**src/sv/tps_pkg.sv**
```systemverilog
`timescale 1ns / 1ps

package tps_pkg;

    localparam int AMP_W   = 20;
    localparam int QUIET_W = 8;
    localparam int IDX_W   = 14;
    localparam int ORD_W   = 10;
    localparam int ADDR_W  = 3;
    localparam int DATA_W  = 32;

    localparam logic [QUIET_W-1:0] QUIET_MAX = {QUIET_W{1'b1}};
    localparam logic [ORD_W-1:0]   ORD_MAX   = {ORD_W{1'b1}};
    localparam logic [IDX_W-1:0]   IDX_MAX   = {IDX_W{1'b1}};

    localparam logic signed [AMP_W-1:0] THRESHOLD_RESET = '0;
    localparam logic [QUIET_W-1:0]      QUIET_RESET     = 8'd4;

    // Register select, taken from paddr[2]
    localparam logic REG_THRESHOLD = 1'b0;
    localparam logic REG_QUIET     = 1'b1;

    typedef struct packed {
        logic signed [AMP_W-1:0] amplitude_threshold;
        logic [QUIET_W-1:0]      min_quiet_samples;
    } cfg_t;

    typedef struct packed {
        logic                    pulse_valid;
        logic signed [AMP_W-1:0] pulse_peak;
        logic [IDX_W-1:0]        pulse_start;
        logic [ORD_W-1:0]        pulse_ordinal;
        logic                    record_done;
    } result_t;

endpackage

```
**src/sv/tps_cfg_regs.sv**
```systemverilog
`timescale 1ns / 1ps

module tps_cfg_regs
(
    input  logic                          clk,
    input  logic                          rst_n,
    input  logic                          psel,
    input  logic                          penable,
    input  logic                          pwrite,
    input  logic [tps_pkg::ADDR_W-1:0]    paddr,
    input  logic [tps_pkg::DATA_W-1:0]    pwdata,
    output logic [tps_pkg::DATA_W-1:0]    prdata,
    output logic                          pready,
    output tps_pkg::cfg_t                 cfg
);

    tps_pkg::cfg_t cfg_reg;
    tps_pkg::cfg_t cfg_next;
    logic          wr_en;

    assign pready = 1'b1;
    assign wr_en  = psel && penable && pwrite && pready;

    always_comb
    begin
        cfg_next = cfg_reg;
        if (wr_en)
        begin
            unique case (paddr[2])
                tps_pkg::REG_THRESHOLD:
                    cfg_next.amplitude_threshold = pwdata[tps_pkg::AMP_W-1:0];
                tps_pkg::REG_QUIET:
                    cfg_next.min_quiet_samples = pwdata[tps_pkg::QUIET_W-1:0];
                default:
                    cfg_next = cfg_reg;
            endcase
        end
    end

    always_ff @(posedge clk or negedge rst_n)
    begin
        if (!rst_n)
        begin
            cfg_reg.amplitude_threshold <= tps_pkg::THRESHOLD_RESET;
            cfg_reg.min_quiet_samples   <= tps_pkg::QUIET_RESET;
        end
        else
        begin
            cfg_reg <= cfg_next;
        end
    end

    // Sign-extend the threshold on read-back
    always_comb
    begin
        unique case (paddr[2])
            tps_pkg::REG_THRESHOLD:
                prdata = {{(tps_pkg::DATA_W-tps_pkg::AMP_W){cfg_reg.amplitude_threshold[tps_pkg::AMP_W-1]}},
                          cfg_reg.amplitude_threshold};
            tps_pkg::REG_QUIET:
                prdata = {{(tps_pkg::DATA_W-tps_pkg::QUIET_W){1'b0}}, cfg_reg.min_quiet_samples};
            default:
                prdata = '0;
        endcase
    end

    assign cfg = cfg_reg;

endmodule

```
**src/sv/tps_core.sv**
```systemverilog
`timescale 1ns / 1ps

module tps_core
#(
    parameter int MAX_RECORD_SAMPLES = 16384
)
(
    input  logic                              clk,
    input  logic                              rst_n,
    input  tps_pkg::cfg_t                     cfg,
    input  logic                              in_valid,
    output logic                              in_ready,
    input  logic signed [tps_pkg::AMP_W-1:0]  sample_amplitude,
    input  logic                              last_sample,
    output logic                              out_valid,
    input  logic                              out_ready,
    output tps_pkg::result_t                  result
);

    localparam logic [tps_pkg::IDX_W-1:0] INDEX_LIMIT =
        (MAX_RECORD_SAMPLES - 1 > int'(tps_pkg::IDX_MAX)) ? tps_pkg::IDX_MAX
                                                          : tps_pkg::IDX_W'(MAX_RECORD_SAMPLES - 1);

    logic                               in_pulse_reg,      in_pulse_next;
    logic [tps_pkg::QUIET_W-1:0]        quiet_count_reg,   quiet_count_next;
    logic signed [tps_pkg::AMP_W-1:0]   running_peak_reg,  running_peak_next;
    logic [tps_pkg::IDX_W-1:0]          start_index_reg,   start_index_next;
    logic [tps_pkg::IDX_W-1:0]          sample_index_reg,  sample_index_next;
    logic [tps_pkg::ORD_W-1:0]          pulse_counter_reg, pulse_counter_next;
    logic                               out_valid_reg,     out_valid_next;
    tps_pkg::result_t                   result_reg,        result_next;

    logic                               accept;
    logic                               elevated;
    logic [tps_pkg::QUIET_W-1:0]        quiet_inc;
    logic                               closed;
    logic                               emit;

    assign in_ready = !out_valid_reg || out_ready;
    assign accept   = in_valid && in_ready;
    assign elevated = sample_amplitude > cfg.amplitude_threshold;
    assign quiet_inc = (quiet_count_reg < tps_pkg::QUIET_MAX) ? quiet_count_reg + 1'b1
                                                              : quiet_count_reg;

    always_comb
    begin
        in_pulse_next      = in_pulse_reg;
        quiet_count_next   = quiet_count_reg;
        running_peak_next  = running_peak_reg;
        start_index_next   = start_index_reg;
        sample_index_next  = sample_index_reg;
        pulse_counter_next = pulse_counter_reg;
        closed             = 1'b0;
        result_next        = '0;

        if (elevated)
        begin
            if (!in_pulse_reg)
            begin
                in_pulse_next     = 1'b1;
                running_peak_next = sample_amplitude;
                start_index_next  = sample_index_reg;
            end
            else if (sample_amplitude > running_peak_reg)
            begin
                running_peak_next = sample_amplitude;
            end
            quiet_count_next = '0;
        end
        else if (in_pulse_reg)
        begin
            quiet_count_next = quiet_inc;
            // a quiet setting of zero still needs one quiet sample, since quiet_inc >= 1
            if (quiet_inc >= cfg.min_quiet_samples)
            begin
                closed           = 1'b1;
                in_pulse_next    = 1'b0;
                quiet_count_next = '0;
                if (pulse_counter_reg < tps_pkg::ORD_MAX)
                    pulse_counter_next = pulse_counter_reg + 1'b1;
            end
        end

        // Report the pulse from pre-update counters; an open pulse on the last
        // sample uses the freshly updated peak and start
        if (closed)
        begin
            result_next.pulse_valid   = 1'b1;
            result_next.pulse_peak    = running_peak_reg;
            result_next.pulse_start   = start_index_reg;
            result_next.pulse_ordinal = pulse_counter_reg;
        end
        else if (last_sample && in_pulse_next)
        begin
            result_next.pulse_valid   = 1'b1;
            result_next.pulse_peak    = running_peak_next;
            result_next.pulse_start   = start_index_next;
            result_next.pulse_ordinal = pulse_counter_reg;
        end
        result_next.record_done = last_sample;

        if (last_sample)
        begin
            // clear everything for the next record
            in_pulse_next      = 1'b0;
            quiet_count_next   = '0;
            running_peak_next  = '0;
            start_index_next   = '0;
            sample_index_next  = '0;
            pulse_counter_next = '0;
        end
        else if (sample_index_reg < INDEX_LIMIT)
        begin
            sample_index_next = sample_index_reg + 1'b1;
        end
    end

    assign emit = closed || last_sample;

    always_comb
    begin
        if (accept && emit)
            out_valid_next = 1'b1;
        else if (out_ready)
            out_valid_next = 1'b0;
        else
            out_valid_next = out_valid_reg;
    end

    always_ff @(posedge clk or negedge rst_n)
    begin
        if (!rst_n)
        begin
            in_pulse_reg      <= 1'b0;
            quiet_count_reg   <= '0;
            running_peak_reg  <= '0;
            start_index_reg   <= '0;
            sample_index_reg  <= '0;
            pulse_counter_reg <= '0;
            out_valid_reg     <= 1'b0;
        end
        else
        begin
            out_valid_reg <= out_valid_next;
            if (accept)
            begin
                in_pulse_reg      <= in_pulse_next;
                quiet_count_reg   <= quiet_count_next;
                running_peak_reg  <= running_peak_next;
                start_index_reg   <= start_index_next;
                sample_index_reg  <= sample_index_next;
                pulse_counter_reg <= pulse_counter_next;
            end
        end
    end

    // Result register: load only on a transfer that yields a result
    always_ff @(posedge clk)
    begin
        if (accept && emit)
            result_reg <= result_next;
    end

    assign out_valid = out_valid_reg;
    assign result    = result_reg;

endmodule

```
**src/sv/threshold_pulse_segmenter_top.sv**
```systemverilog
`timescale 1ns / 1ps
// Output: registered; an input transfer's result is in the output register in the cycle after it.
// Throughput: one sample per cycle; the single result register stalls input only
// while a result waits and out_ready is low.
// Reset: rst_n asynchronous, active low; clears pulse state, counters and output
// valid, and loads threshold 0 and quiet count 4.

module threshold_pulse_segmenter_top
#(
    parameter int MAX_RECORD_SAMPLES = 16384
)
(
    input  logic                              clk,
    input  logic                              rst_n,
    input  logic                              psel,
    input  logic                              penable,
    input  logic                              pwrite,
    input  logic [tps_pkg::ADDR_W-1:0]        paddr,
    input  logic [tps_pkg::DATA_W-1:0]        pwdata,
    output logic [tps_pkg::DATA_W-1:0]        prdata,
    output logic                              pready,
    input  logic                              in_valid,
    output logic                              in_ready,
    input  logic signed [tps_pkg::AMP_W-1:0]  sample_amplitude,
    input  logic                              last_sample,
    output logic                              out_valid,
    input  logic                              out_ready,
    output logic                              pulse_valid,
    output logic signed [tps_pkg::AMP_W-1:0]  pulse_peak,
    output logic [tps_pkg::IDX_W-1:0]         pulse_start,
    output logic [tps_pkg::ORD_W-1:0]         pulse_ordinal,
    output logic                              record_done
);

    tps_pkg::cfg_t    cfg;
    tps_pkg::result_t result;

    tps_cfg_regs u_cfg_regs
    (
        .clk     (clk),
        .rst_n   (rst_n),
        .psel    (psel),
        .penable (penable),
        .pwrite  (pwrite),
        .paddr   (paddr),
        .pwdata  (pwdata),
        .prdata  (prdata),
        .pready  (pready),
        .cfg     (cfg)
    );

    tps_core
    #(
        .MAX_RECORD_SAMPLES (MAX_RECORD_SAMPLES)
    )
    u_core
    (
        .clk              (clk),
        .rst_n            (rst_n),
        .cfg              (cfg),
        .in_valid         (in_valid),
        .in_ready         (in_ready),
        .sample_amplitude (sample_amplitude),
        .last_sample      (last_sample),
        .out_valid        (out_valid),
        .out_ready        (out_ready),
        .result           (result)
    );

    assign pulse_valid   = result.pulse_valid;
    assign pulse_peak    = result.pulse_peak;
    assign pulse_start   = result.pulse_start;
    assign pulse_ordinal = result.pulse_ordinal;
    assign record_done   = result.record_done;

`ifndef ASSERT_OFF
    // The last sample of a record always yields a record-done result
    a_last_gives_done: assert property (@(posedge clk) disable iff (!rst_n)
        in_valid && in_ready && last_sample |=> out_valid && record_done)
        else $error("last sample did not produce a record-done result");

    // A result is either a pulse report or the end of a record
    a_no_empty_result: assert property (@(posedge clk) disable iff (!rst_n)
        out_valid |-> (pulse_valid || record_done))
        else $error("result with neither pulse nor record done");

    // A record-done result with no pulse carries zero fields
    a_done_fields_zero: assert property (@(posedge clk) disable iff (!rst_n)
        out_valid && record_done && !pulse_valid |->
            (pulse_peak == '0) && (pulse_start == '0) && (pulse_ordinal == '0))
        else $error("record-done result without pulse has non-zero fields");
`endif

endmodule
```
**config.mk**
```make
export PLATFORM = sky130hd
export DESIGN_NAME = threshold_pulse_segmenter_top
export DESIGN_NICKNAME = d
export VERILOG_FILES = /design/src/sv/tps_pkg.sv /design/src/sv/tps_cfg_regs.sv /design/src/sv/tps_core.sv /design/src/sv/threshold_pulse_segmenter_top.sv
export SDC_FILE = /design/constraint.sdc
export NUM_CORES = 1
export LEC_CHECK = 0
export ABC_CLOCK_PERIOD_IN_PS = 6500
export BUFFER_PORTS_ARGS = -buffer_cell sky130_fd_sc_hd__buf_4
export CAP_MARGIN = 20
export CORE_AREA = 8 8 141 143
export DETAILED_ROUTE_END_ITERATION = 10
export DIE_AREA = 0 0 149 151
export PLACE_DENSITY = 0.8
export SLEW_MARGIN = 20
export SYNTH_ARGS = -nofsm -noshare
export SYNTH_HDL_FRONTEND = slang
export SYNTH_SLANG_ARGS = --single-unit
```
**constraint.sdc**
```tcl
create_clock -name clk -period 6.5 [get_ports clk]
set_clock_uncertainty 0.15 [all_clocks]
set_input_delay 0.325 -clock clk [delete_from_list [all_inputs] [get_ports clk]]
set_output_delay 0.325 -clock clk [all_outputs]
set_load 0.02 [all_outputs]
```
======== Yosys cells after proc, flatten, opt, wreduce, memory -nomap -nowiden ========
Cells that the tools add are included.
storage, ports and cells
  input port bits ......................... 63
  register bits ........................... 142
  word-level logic and storage cells ...... 75
cells by class
  bitwise gates (word level) .............. 1
  equal/unequal tests ..................... 1
  add/subtract/negate cells ............... 3
  magnitude comparators ................... 6
  mux-type cells .......................... 31
  reductions and logical operators ........ 19
operator list
  operator                                                          number
  20-bit two-way mux                                                4
  14-bit two-way mux                                                5
  32-bit case mux with 2 select lines                               1
  10-bit two-way mux                                                5
  45-bit two-way mux                                                1
  44-bit two-way mux                                                1
  20-bit > comparator                                               2
  8-bit two-way mux                                                 5
  14-bit by 1-bit adder with 14-bit output (second input constant)  1
  14-bit < comparator (second input constant)                       1
  10-bit by 1-bit adder with 10-bit output (second input constant)  1
  10-bit < comparator (second input constant)                       1
  2-bit nonzero test                                                5
  1-bit two-way mux                                                 9
  8-bit by 1-bit adder with 8-bit output (second input constant)    1
  8-bit greater-or-equal comparator                                 1
  8-bit < comparator (second input constant)                        1
  2-bit AND reduction                                               4
  1-bit logical AND                                                 5
  5-bit AND reduction                                               1
  3-bit nonzero test                                                1
  1-bit logical OR                                                  2
  2-bit inequality test (second input constant)                     1
  1-bit zero test                                                   1
  1-bit inverter                                                    1

======== Logic depth before layout (Yosys ltp) ========
Gate-level depths: netlist (run 1).
  word-level depth ........................ 9
  depth in mapped cells ................... 15

======== Hierarchy ========
Synthesis (run 1) repeated with hierarchy kept, for this count alone.
unflattened totals
  cells, all modules ...................... 710
  area total of the unflattened synthesis .. 7810.0 um2
by module, submodules not included
  module        area an instance (um2)  instances  cells an instance
  tps_core      6383.6                  1          614
  tps_cfg_regs  1426.4                  1          96

======== Worst setup path after synthesis (run 1) ========
OpenSTA, ideal clock, no wires.
  kind .................................... flip-flop to flip-flop
  start point ............................. reg u_core.quiet_count_reg[0] in the netlist's numbering
  end point ............................... reg u_core.result_reg, in the netlist u_core.result[0] (enable)
  path slack .............................. 1.415 ns
  setup time .............................. 0.450 ns
  cell stages (with the launch flop) ...... 15
  buffers on the path ..................... 2
  clock period less this slack ............ 5.085 ns
  arrival time ............................ 4.485 ns
  data required time ...................... 5.900 ns
  cell sequence ........................... dfrtp_1 -> ha_1 -> nand3_1 -> or2_2 -> clkbuf_1 -> xnor2_1 -> ha_1 -> nand2b_1 -> a21o_1 -> a21oi_1 -> o21ai_0 -> and2_1 -> clkbuf_1 -> a31oi_1 -> nor2_1
between the ends
  cells in the longest elaborated chain, start to end .. 8
  elaborated cells between the ends (all ways) .. 9
ends and longest elaborated chain
  what                                                                          RTL line         text
  start, declared                                                               tps_core.sv:25   logic [tps_pkg::QUIET_W-1:0] quiet_count_reg, quiet_count_next;
  start signal, assigned                                                        tps_core.sv:148  quiet_count_reg <= quiet_count_next;
  8-bit by 1-bit adder with 8-bit output or 8-bit < comparator (tied branches)  tps_core.sv:42   assign quiet_inc = (quiet_count_reg < tps_pkg::QUIET_MAX) ? quiet_count_reg + 1'b1
  8-bit two-way mux *                                                           tps_core.sv:42
  8-bit greater-or-equal comparator *                                           tps_core.sv:74   if (quiet_inc >= cfg.min_quiet_samples)
  1-bit two-way mux *                                                           tps_core.sv:74
  1-bit two-way mux *                                                           tps_core.sv:70   else if (in_pulse_reg)
  1-bit two-way mux *                                                           tps_core.sv:56   if (elevated)
  1-bit logical OR *                                                            tps_core.sv:118  assign emit = closed || last_sample;
  1-bit logical AND *                                                           tps_core.sv:160  if (accept && emit)
  end signal, assigned                                                          tps_core.sv:161  result_reg <= result_next;
  end, declared                                                                 tps_core.sv:31   tps_pkg::result_t result_reg, result_next;
Mark *: on every way between the ends. The rest lies on a longest branch, timed or not.
A chain may end at the register's enable or synchronous reset.

======== Worst setup path in the final report (run 1) ========
  start point ............................. reg u_core.quiet_count_reg[0] in the netlist's numbering
  end point ............................... reg u_core.result_reg, in the netlist u_core.result[29] (enable)
The elaborated chain is that of the path after synthesis.

==> reports/qor.yml, run 1 <==
status:
  status: "finished clean"
drt:
  drt-total-wl_um: 22400
  vias: 7236
  ant_nets: 0
  first_pass_iters: 5
  drcViolationCount: 0
  via_per_inst: 6.00
  drtIter0Drc: 623
  wl_per_cell_um: 18.6
floorplan:
  core_sq_um: 17700
  die_h_um: 151
  ios: 144
  rows: 49
  die-area_sq_um: 22500
  start_util: 0.492
  die_x_um: 149
placement:
  dp_hpwl_um: 14600
  gp_congestion: 0.840
  io_buffers: 128
hold_path:
  hold_class: "input port to flop"
timing:
  fmax_mhz: 226
  tightestPinTransition_ns: 0.991
  rsz0062_at_grt: "no"
  fin_crit_sh: 0.680
  drv_slew: 0
  final-hold-violation-count: 0
  min_period_ns: 4.42
  setup_viol: 0
  timing.setup.tns_ns: 0
  slew_headroom: 0.337
clocking:
  clock_path_buffers: 2
  clk_pin_slew_ns: 0.06
  cts.hold.buffers_added: 21
  insertion_delay_ns: 0.43
  cts_tree: "built"
  post_cts_buffers: 0
  cts_htree_levels: 4
  cts_sinks: 142
  numCtsBuffers: 17
  cts_resized: 0
  clockRootBuffer: "clkbuf_16"
worst_setup_path:
  start_kind: "flop"
  crit_path_end_kind: "flop"
  criticalPathCategory: "flop to flop"
  arrival_ns: 4.42
  path_max_fanout: 24
  cp_data_required_time_ns: 6.50
yosys:
  avgSynthCellArea_sq_um: 10.1
  syn_inst: 862
  ys.flop_type: "dfrtp_1"
  syn_area_sq_um: 8690
  async_flop_share: 0.676
  ys_seq_area_frac: 0.436
  yosys_warnings: 0
  synth_seq_cells: 142
  synth_cell_types: 72
  synth_edf_count: 46
  synth_nets: 976
global_routing:
  antenna_found_initial: 0
  grt_pass1_vias: 7186
  grt_start_max_net_pins: 85
  overflow: 0
  grt_first_pass_wirelength_um: 36200
  grtUsageTotal: 0.200
final_layout:
  diodes: 0
  layout_commonest_cell: "buf_4"
  area_growth_pct: 19.6
  layout-drive-gt1-share: 0.221
  nets: 1079
  final_cell_mix: "buf_4 (138), dfrtp_1 (95), nand3_1 (59)"
  fill_cells: 1449
  largest_reg_flops: 46
power:
  power_leakage_uw: 0.00437
  ir_worst_vdd_v: 0.000223
  power_density_nw_per_um2: 329
  finalPower_uw: 3420
job:
  cap_viol_max_count: 0
==> power breakdown <==
part | switching (uW) | internal (uW)
clock | 415 | 570
combinational | 738 | 473
sequential | 117 | 1100
total | 1270 | 2150
==> logic make-up (layout without fill, tap and decap cells) <==
| kind of cell | count (synthesis) | in the layout | synth area share |
|---|---|---|---|
| multiplexers | 30 | 30 | 0.0387 |
| AO/OA/AOI/OAI | 234 | 234 | 0.203 |
| XOR/XNOR | 10 | 10 | 0.0101 |
| AND/OR/NAND/NOR | 260 | 260 | 0.161 |
| flip-flops | 142 | 142 | 0.436 |
| other | 1 | 1 | 0.000432 |
| buffers and inverters | 134 | 249 | 0.0769 |
| adder cells (fa/ha/maj) | 51 | 51 | 0.0735 |
==> cells in the mapped netlist (3+ instances only) <==
| master | count | share of area |
|---|---|---|
| ha_1 | 51 | 0.073 |
| o21ai_1 | 15 | 0.0086 |
| or2_2 | 3 | 0.0022 |
| or4_1 | 7 | 0.0061 |
| a211o_1 | 21 | 0.021 |
| dfrtp_1 | 95 | 0.27 |
| edfxtp_1 | 46 | 0.16 |
| inv_1 | 58 | 0.025 |
| a32o_1 | 14 | 0.016 |
| nand2b_1 | 18 | 0.013 |
| nor2b_1 | 5 | 0.0036 |
| buf_1 | 3 | 0.0013 |
| o21ai_0 | 25 | 0.014 |
| or3_1 | 6 | 0.0043 |
| and2_1 | 3 | 0.0022 |
| o21a_1 | 4 | 0.0035 |
| mux2_2 | 29 | 0.038 |
| a21oi_1 | 33 | 0.019 |
| xnor2_1 | 8 | 0.0081 |
| nand2_1 | 54 | 0.023 |
| nor3b_1 | 29 | 0.025 |
| a211oi_1 | 21 | 0.018 |
| and3_1 | 11 | 0.0079 |
| a21o_1 | 6 | 0.0052 |
| clkbuf_1 | 34 | 0.015 |
| a221o_1 | 20 | 0.023 |
| nor2_1 | 33 | 0.014 |
| o31ai_1 | 8 | 0.0069 |
| a22oi_1 | 3 | 0.0026 |
| a31oi_1 | 9 | 0.0065 |
| buf_4 | 21 | 0.018 |
| buf_2 | 8 | 0.0046 |
| nand4_1 | 15 | 0.011 |
| nor3_1 | 6 | 0.0035 |
| o211ai_1 | 21 | 0.018 |
| buf_6 | 4 | 0.0052 |
| nand3_1 | 59 | 0.034 |
| a2bb2oi_1 | 13 | 0.013 |
==> critical path: stages (launching register included) <==
cell and delay [ns]:
dfrtp_1 0.43, ha_1 0.29, nand3_1 0.12, nor2_1 0.07, nor2_1 0.24, nand3_1 0.13
xnor2_1 0.23, ha_1 0.29, a2111oi_0 0.54, nor2b_1 0.19, o21ai_0 0.20, and2_1 0.30
a31oi_1 0.39, nor2_4 0.21, buf_4 0.33
==> cell type report <==
| type | instances | area, sq um | share of cell area |
|---|---|---|---|
| multi-input combinational | 586 | 4250 | 0.409 |
| sequential | 142 | 3780 | 0.364 |
| timing repair buffer | 160 | 1260 | 0.121 |
| clock buffer | 17 | 425 | 0.0410 |
| tap | 229 | 287 | 0.0276 |
| inverter | 58 | 218 | 0.0210 |
| clock inverter | 14 | 158 | 0.0152 |
==> routing by layer <==
layer,vias up,track usage,wire length (um)
met4,0,0.0782,453
met3,36,0.0472,1590
li1,3420,-,-
met1,3526,0.245,9510
met5,-,0,0
met2,254,0.335,10900
==> final timing paths <==
| path | startpoint | to | slack (ns) | cells past startpoint |
|---|---|---|---|---|
| max in group asynchronous | rst_n | u_core.running_peak_reg[14] | 4.74 | 3 |
| min in group asynchronous | rst_n | u_cfg_regs.cfg[14] | 0.26 | 2 |
| worst max register to register | u_core.quiet_count_reg[0] | u_core.result[29] | 2.08 | 14 |
| worst min-delay path | in_valid | u_core.out_valid | 0.04 | 3 |
| worst max-delay path | u_core.quiet_count_reg[0] | u_core.result[29] | 2.08 | 14 |
| worst min register to register | u_cfg_regs.cfg[13] | u_cfg_regs.cfg[13] | 0.36 | 1 |
==> stage by stage <==
step	setup slack, ns	cell area, sq um	util	std cells	hold WS, ns
floorplan	1.41	8690	-	862	-0.121
global placement	2.13	9580	0.542	1153	0.182
detailed placement	2.05	9590	0.543	1154	0.192
CTS	2.09	10400	0.588	1206	0.0207
global route	1.73	10400	0.588	1206	0.0764
finish	2.08	10400	0.588	1206	0.0424
Note: power is estimated with default switching activity, not from simulation.
==> inputs of run 2 (changes only) <==
--- a/config.mk
+++ b/config.mk
@@ -5,13 +5,14 @@
 export SDC_FILE = /design/constraint.sdc
 export NUM_CORES = 1
 export LEC_CHECK = 0
-export ABC_CLOCK_PERIOD_IN_PS = 6500
+export ABC_AREA = 1
+export ABC_CLOCK_PERIOD_IN_PS = 4250
 export BUFFER_PORTS_ARGS = -buffer_cell sky130_fd_sc_hd__buf_4
 export CAP_MARGIN = 20
-export CORE_AREA = 8 8 141 143
+export CORE_AREA = 8 8 138 140
 export DETAILED_ROUTE_END_ITERATION = 10
-export DIE_AREA = 0 0 149 151
-export PLACE_DENSITY = 0.8
+export DIE_AREA = 0 0 146 148
+export PLACE_DENSITY = 0.81
 export SLEW_MARGIN = 20
 export SYNTH_ARGS = -nofsm -noshare
 export SYNTH_HDL_FRONTEND = slang
==> constraint.sdc (replaced) <==
create_clock -name clk -period 4.25 [get_ports clk]
set_clock_uncertainty 0.15 [all_clocks]
set_input_delay 0.2125 -clock clk [delete_from_list [all_inputs] [get_ports clk]]
set_output_delay 0.2125 -clock clk [all_outputs]
set_load 0.02 [all_outputs]
==> reports/qor.yml, run 2 <==
power:
  power_density_nw_per_um2: 481  # +46%
  finalPower_uw: 4930  # +44%
  power_leakage_uw: 0.00507  # +16%
  ir_worst_vdd_v: 0.000300  # +34%
drt:
  via_per_inst: 5.21  # -13%
  vias: 7472  # +3.3%
  drt-total-wl_um: 21700  # -3.2%
  first_pass_iters: 5  # unchanged
  wl_per_cell_um: 15.1  # -19%
  drtIter0Drc: 558  # -10%
  ant_nets: 0  # unchanged
  drcViolationCount: 0  # unchanged
yosys:
  yosysMostFrequentCell: "nand2_1"
  ys_seq_area_frac: 0.457  # +0.0215
  ys.flop_type: "dfrtp_1"
  synth_top_area_cell: "dfrtp_1"
  synth_area_leaders: "dfrtp_1 (29%), edfxtp_1 (17%), nand2_1 (14%)"
  synth_edf_count: 46  # unchanged
  syn_area_sq_um: 8280  # -4.7%
  async_flop_share: 0.676  # unchanged
  synth_top_cell_area_share: 0.287  # +0.0135
  synth_seq_cells: 142  # unchanged
  avgSynthCellArea_sq_um: 7.83  # -22%
  yosys_warnings: 0  # unchanged
  ys_top_cells_by_count: "nand2_1 (299), inv_1 (157), dfrtp_1 (95), nand3_1 (95), nor2_1 (76)"
  synth_nets: 1171  # +20%
  synth_cell_types: 41  # -43%
  syn_inst: 1057  # +23%
worst_setup_path:
  critPathLaunch: "u_core.quiet_count_reg[0]"
  cp_data_required_time_ns: 4.27  # -2.23 ns
  r2r_setup_slack_ns: 0.42  # -1.66 ns
  path_max_fanout: 20  # -17%
  start_kind: "flop"
  r2r-start: "u_core.quiet_count_reg[0]"
  criticalPathCategory: "flop to flop"
  setup.worst_path.end: "u_core.result[35]"
  crit_path_end_kind: "flop"
  regToRegEndpoint: "u_core.result[35]"
  rr_worst_depth: 18  # +4
  arrival_ns: 3.86  # -0.56 ns
final_layout:
  utilization: 0.605  # +0.0167
  nets: 1309  # +21%
  diodes: 0  # unchanged
  largest_reg_flops: 46  # unchanged
  area_growth_pct: 23.8
  fin_cells: 1433  # +19%
  layout-drive-gt1-share: 0.157  # -0.0638
  final_cell_mix: "nand2_1 (298), inv_1 (157), buf_4 (136)"
  fill_cells: 1398  # -3.5%
  layout_commonest_cell: "nand2_1"
clocking:
  insertion_delay_ns: 0.43  # about the same
  numCtsBuffers: 17  # unchanged
  cts_resized: 0  # unchanged
  post_cts_buffers: 0  # unchanged
  cts_htree_levels: 4  # unchanged
  clockRootBuffer: "clkbuf_16"
  clk_pin_slew_ns: 0.06  # about the same
  cts_sinks: 142  # unchanged
  clock_path_buffers: 2  # unchanged
  cts_tree: "built"
timing:
  timing.setup.tns_ns: 0  # unchanged
  rsz0062_at_grt: "no"
  setup_viol: 0  # unchanged
  fin_crit_sh: 0.901  # +0.221
  min_period_ns: 3.83  # -0.590 ns
  slew_headroom: 0.328  # -0.00894
  drv_slew: 0  # unchanged
  tightestPinTransition_ns: 1.01  # +0.0166 ns
  fin_ws_ns: 0.420  # -1.66 ns
  fmax_mhz: 261  # +15%
  final-hold-violation-count: 0  # unchanged
global_routing:
  grtUsageTotal: 0.206  # +0.00613
  overflow: 0  # unchanged
  grt_first_pass_wirelength_um: 36300  # +0.46%
  grt_pass1_vias: 7519  # +4.6%
  antenna_found_initial: 0  # unchanged
  grt_start_max_net_pins: 73  # -14%
floorplan:
  die_h_um: 148  # -2.0%
  die-area_sq_um: 21600  # -4.0%
  start_util: 0.489  # -0.00322
  ios: 144  # unchanged
  core_sq_um: 16900  # -4.1%
  die_x_um: 146  # -2.0%
  rows: 48  # -2.0%
placement:
  dp.cells: 1371  # +19%
  dpl_worst_slack_ns: 0.462  # -1.59 ns
  io_buffers: 128  # unchanged
  dp_hpwl_um: 15200  # +3.9%
  gp_congestion: 0.892  # +6.2%
hold_path:
  hold_class: "input port to flop"
job:
  cap_viol_max_count: 0  # unchanged
status:
  status: "finished clean"
-- run 2: logic make-up after synthesis --
family,after synthesis,synth area share
AOI/OAI and AO/OA,132,0.0854
xor gates and xnor gates,16,0.0169
adders and majority gates,51,0.0771
buffers and inverters,207,0.106
DFF,142,0.457
other,1,0.000453
and+or+nand+nor,508,0.257
-- run 2: worst min-delay path by stage --
stage	from	endpoint	cells after the start
floorplan	rst_n	u_cfg_regs.cfg[0]	0
global placement	rst_n	u_cfg_regs.cfg[27]	1
detailed placement	rst_n	u_cfg_regs.cfg[27]	1
CTS	sample_amplitude[6]	u_core.running_peak_reg[6]	5
global route	sample_amplitude[16]	u_core.running_peak_reg[16]	5
finish	sample_amplitude[7]	u_core.running_peak_reg[7]	5
-- run 2: area by class of cell --
class                      instances  area (sq um)  area share
clock buffer                      18           439      0.0429
clock inverter                    14           180      0.0176
inverter                         160           602      0.0588
multi-input combinational        708          3630       0.355
sequential                       142          3780       0.369
tap                              225           282      0.0275
timing repair buffer             166          1320       0.129
-- run 2: layer usage --
layer | part of all wire | up-vias | global-route usage
li1 | - | 3663 | -
met1 | 0.41 | 3515 | 0.239
met2 | 0.50 | 246 | 0.360
met3 | 0.054 | 48 | 0.0400
met4 | 0.031 | 0 | 0.101
met5 | 0 | - | 0
-- run 2: what timing repair did --
| item | in CTS | in global routing |
|---|---|---|
| endpoints found under the hold margin | 110 | 0 |
| endpoints found under the setup margin | 0 | 0 |
| hold buffers | 30 | 0 |
-- run 2: stage by stage --
stage               area, sq um  hold WS, ns
global route              10200       0.0225
floorplan                  8280       -0.233
CTS                       10200      0.00162
global placement           9320        0.282
detailed placement         9320        0.287
finish                    10200       0.0126
-- run 2: report_power, final --
part	total (uW)	switching (uW)	internal (uW)
Combinational	1580	1040	540
Sequential	1790	146	1640
Clock	1560	612	947
Total	4930	1790	3130
-- run 2: worst max-delay path, stage by stage, from the launching register on --
cell     delay, ns
dfrtp_1       0.36
ha_1          0.18
nand2_1       0.08
nor3_1        0.30
nand3_1       0.28
inv_1         0.15
nor2_1        0.07
nand3_1       0.08
xor2_1        0.21
ha_1          0.28
a21oi_1       0.15
o21a_1        0.16
nand3_1       0.13
nand2_1       0.08
inv_1         0.05
nand2_2       0.24
inv_1         0.39
nand2_1       0.16
nand2_1       0.07
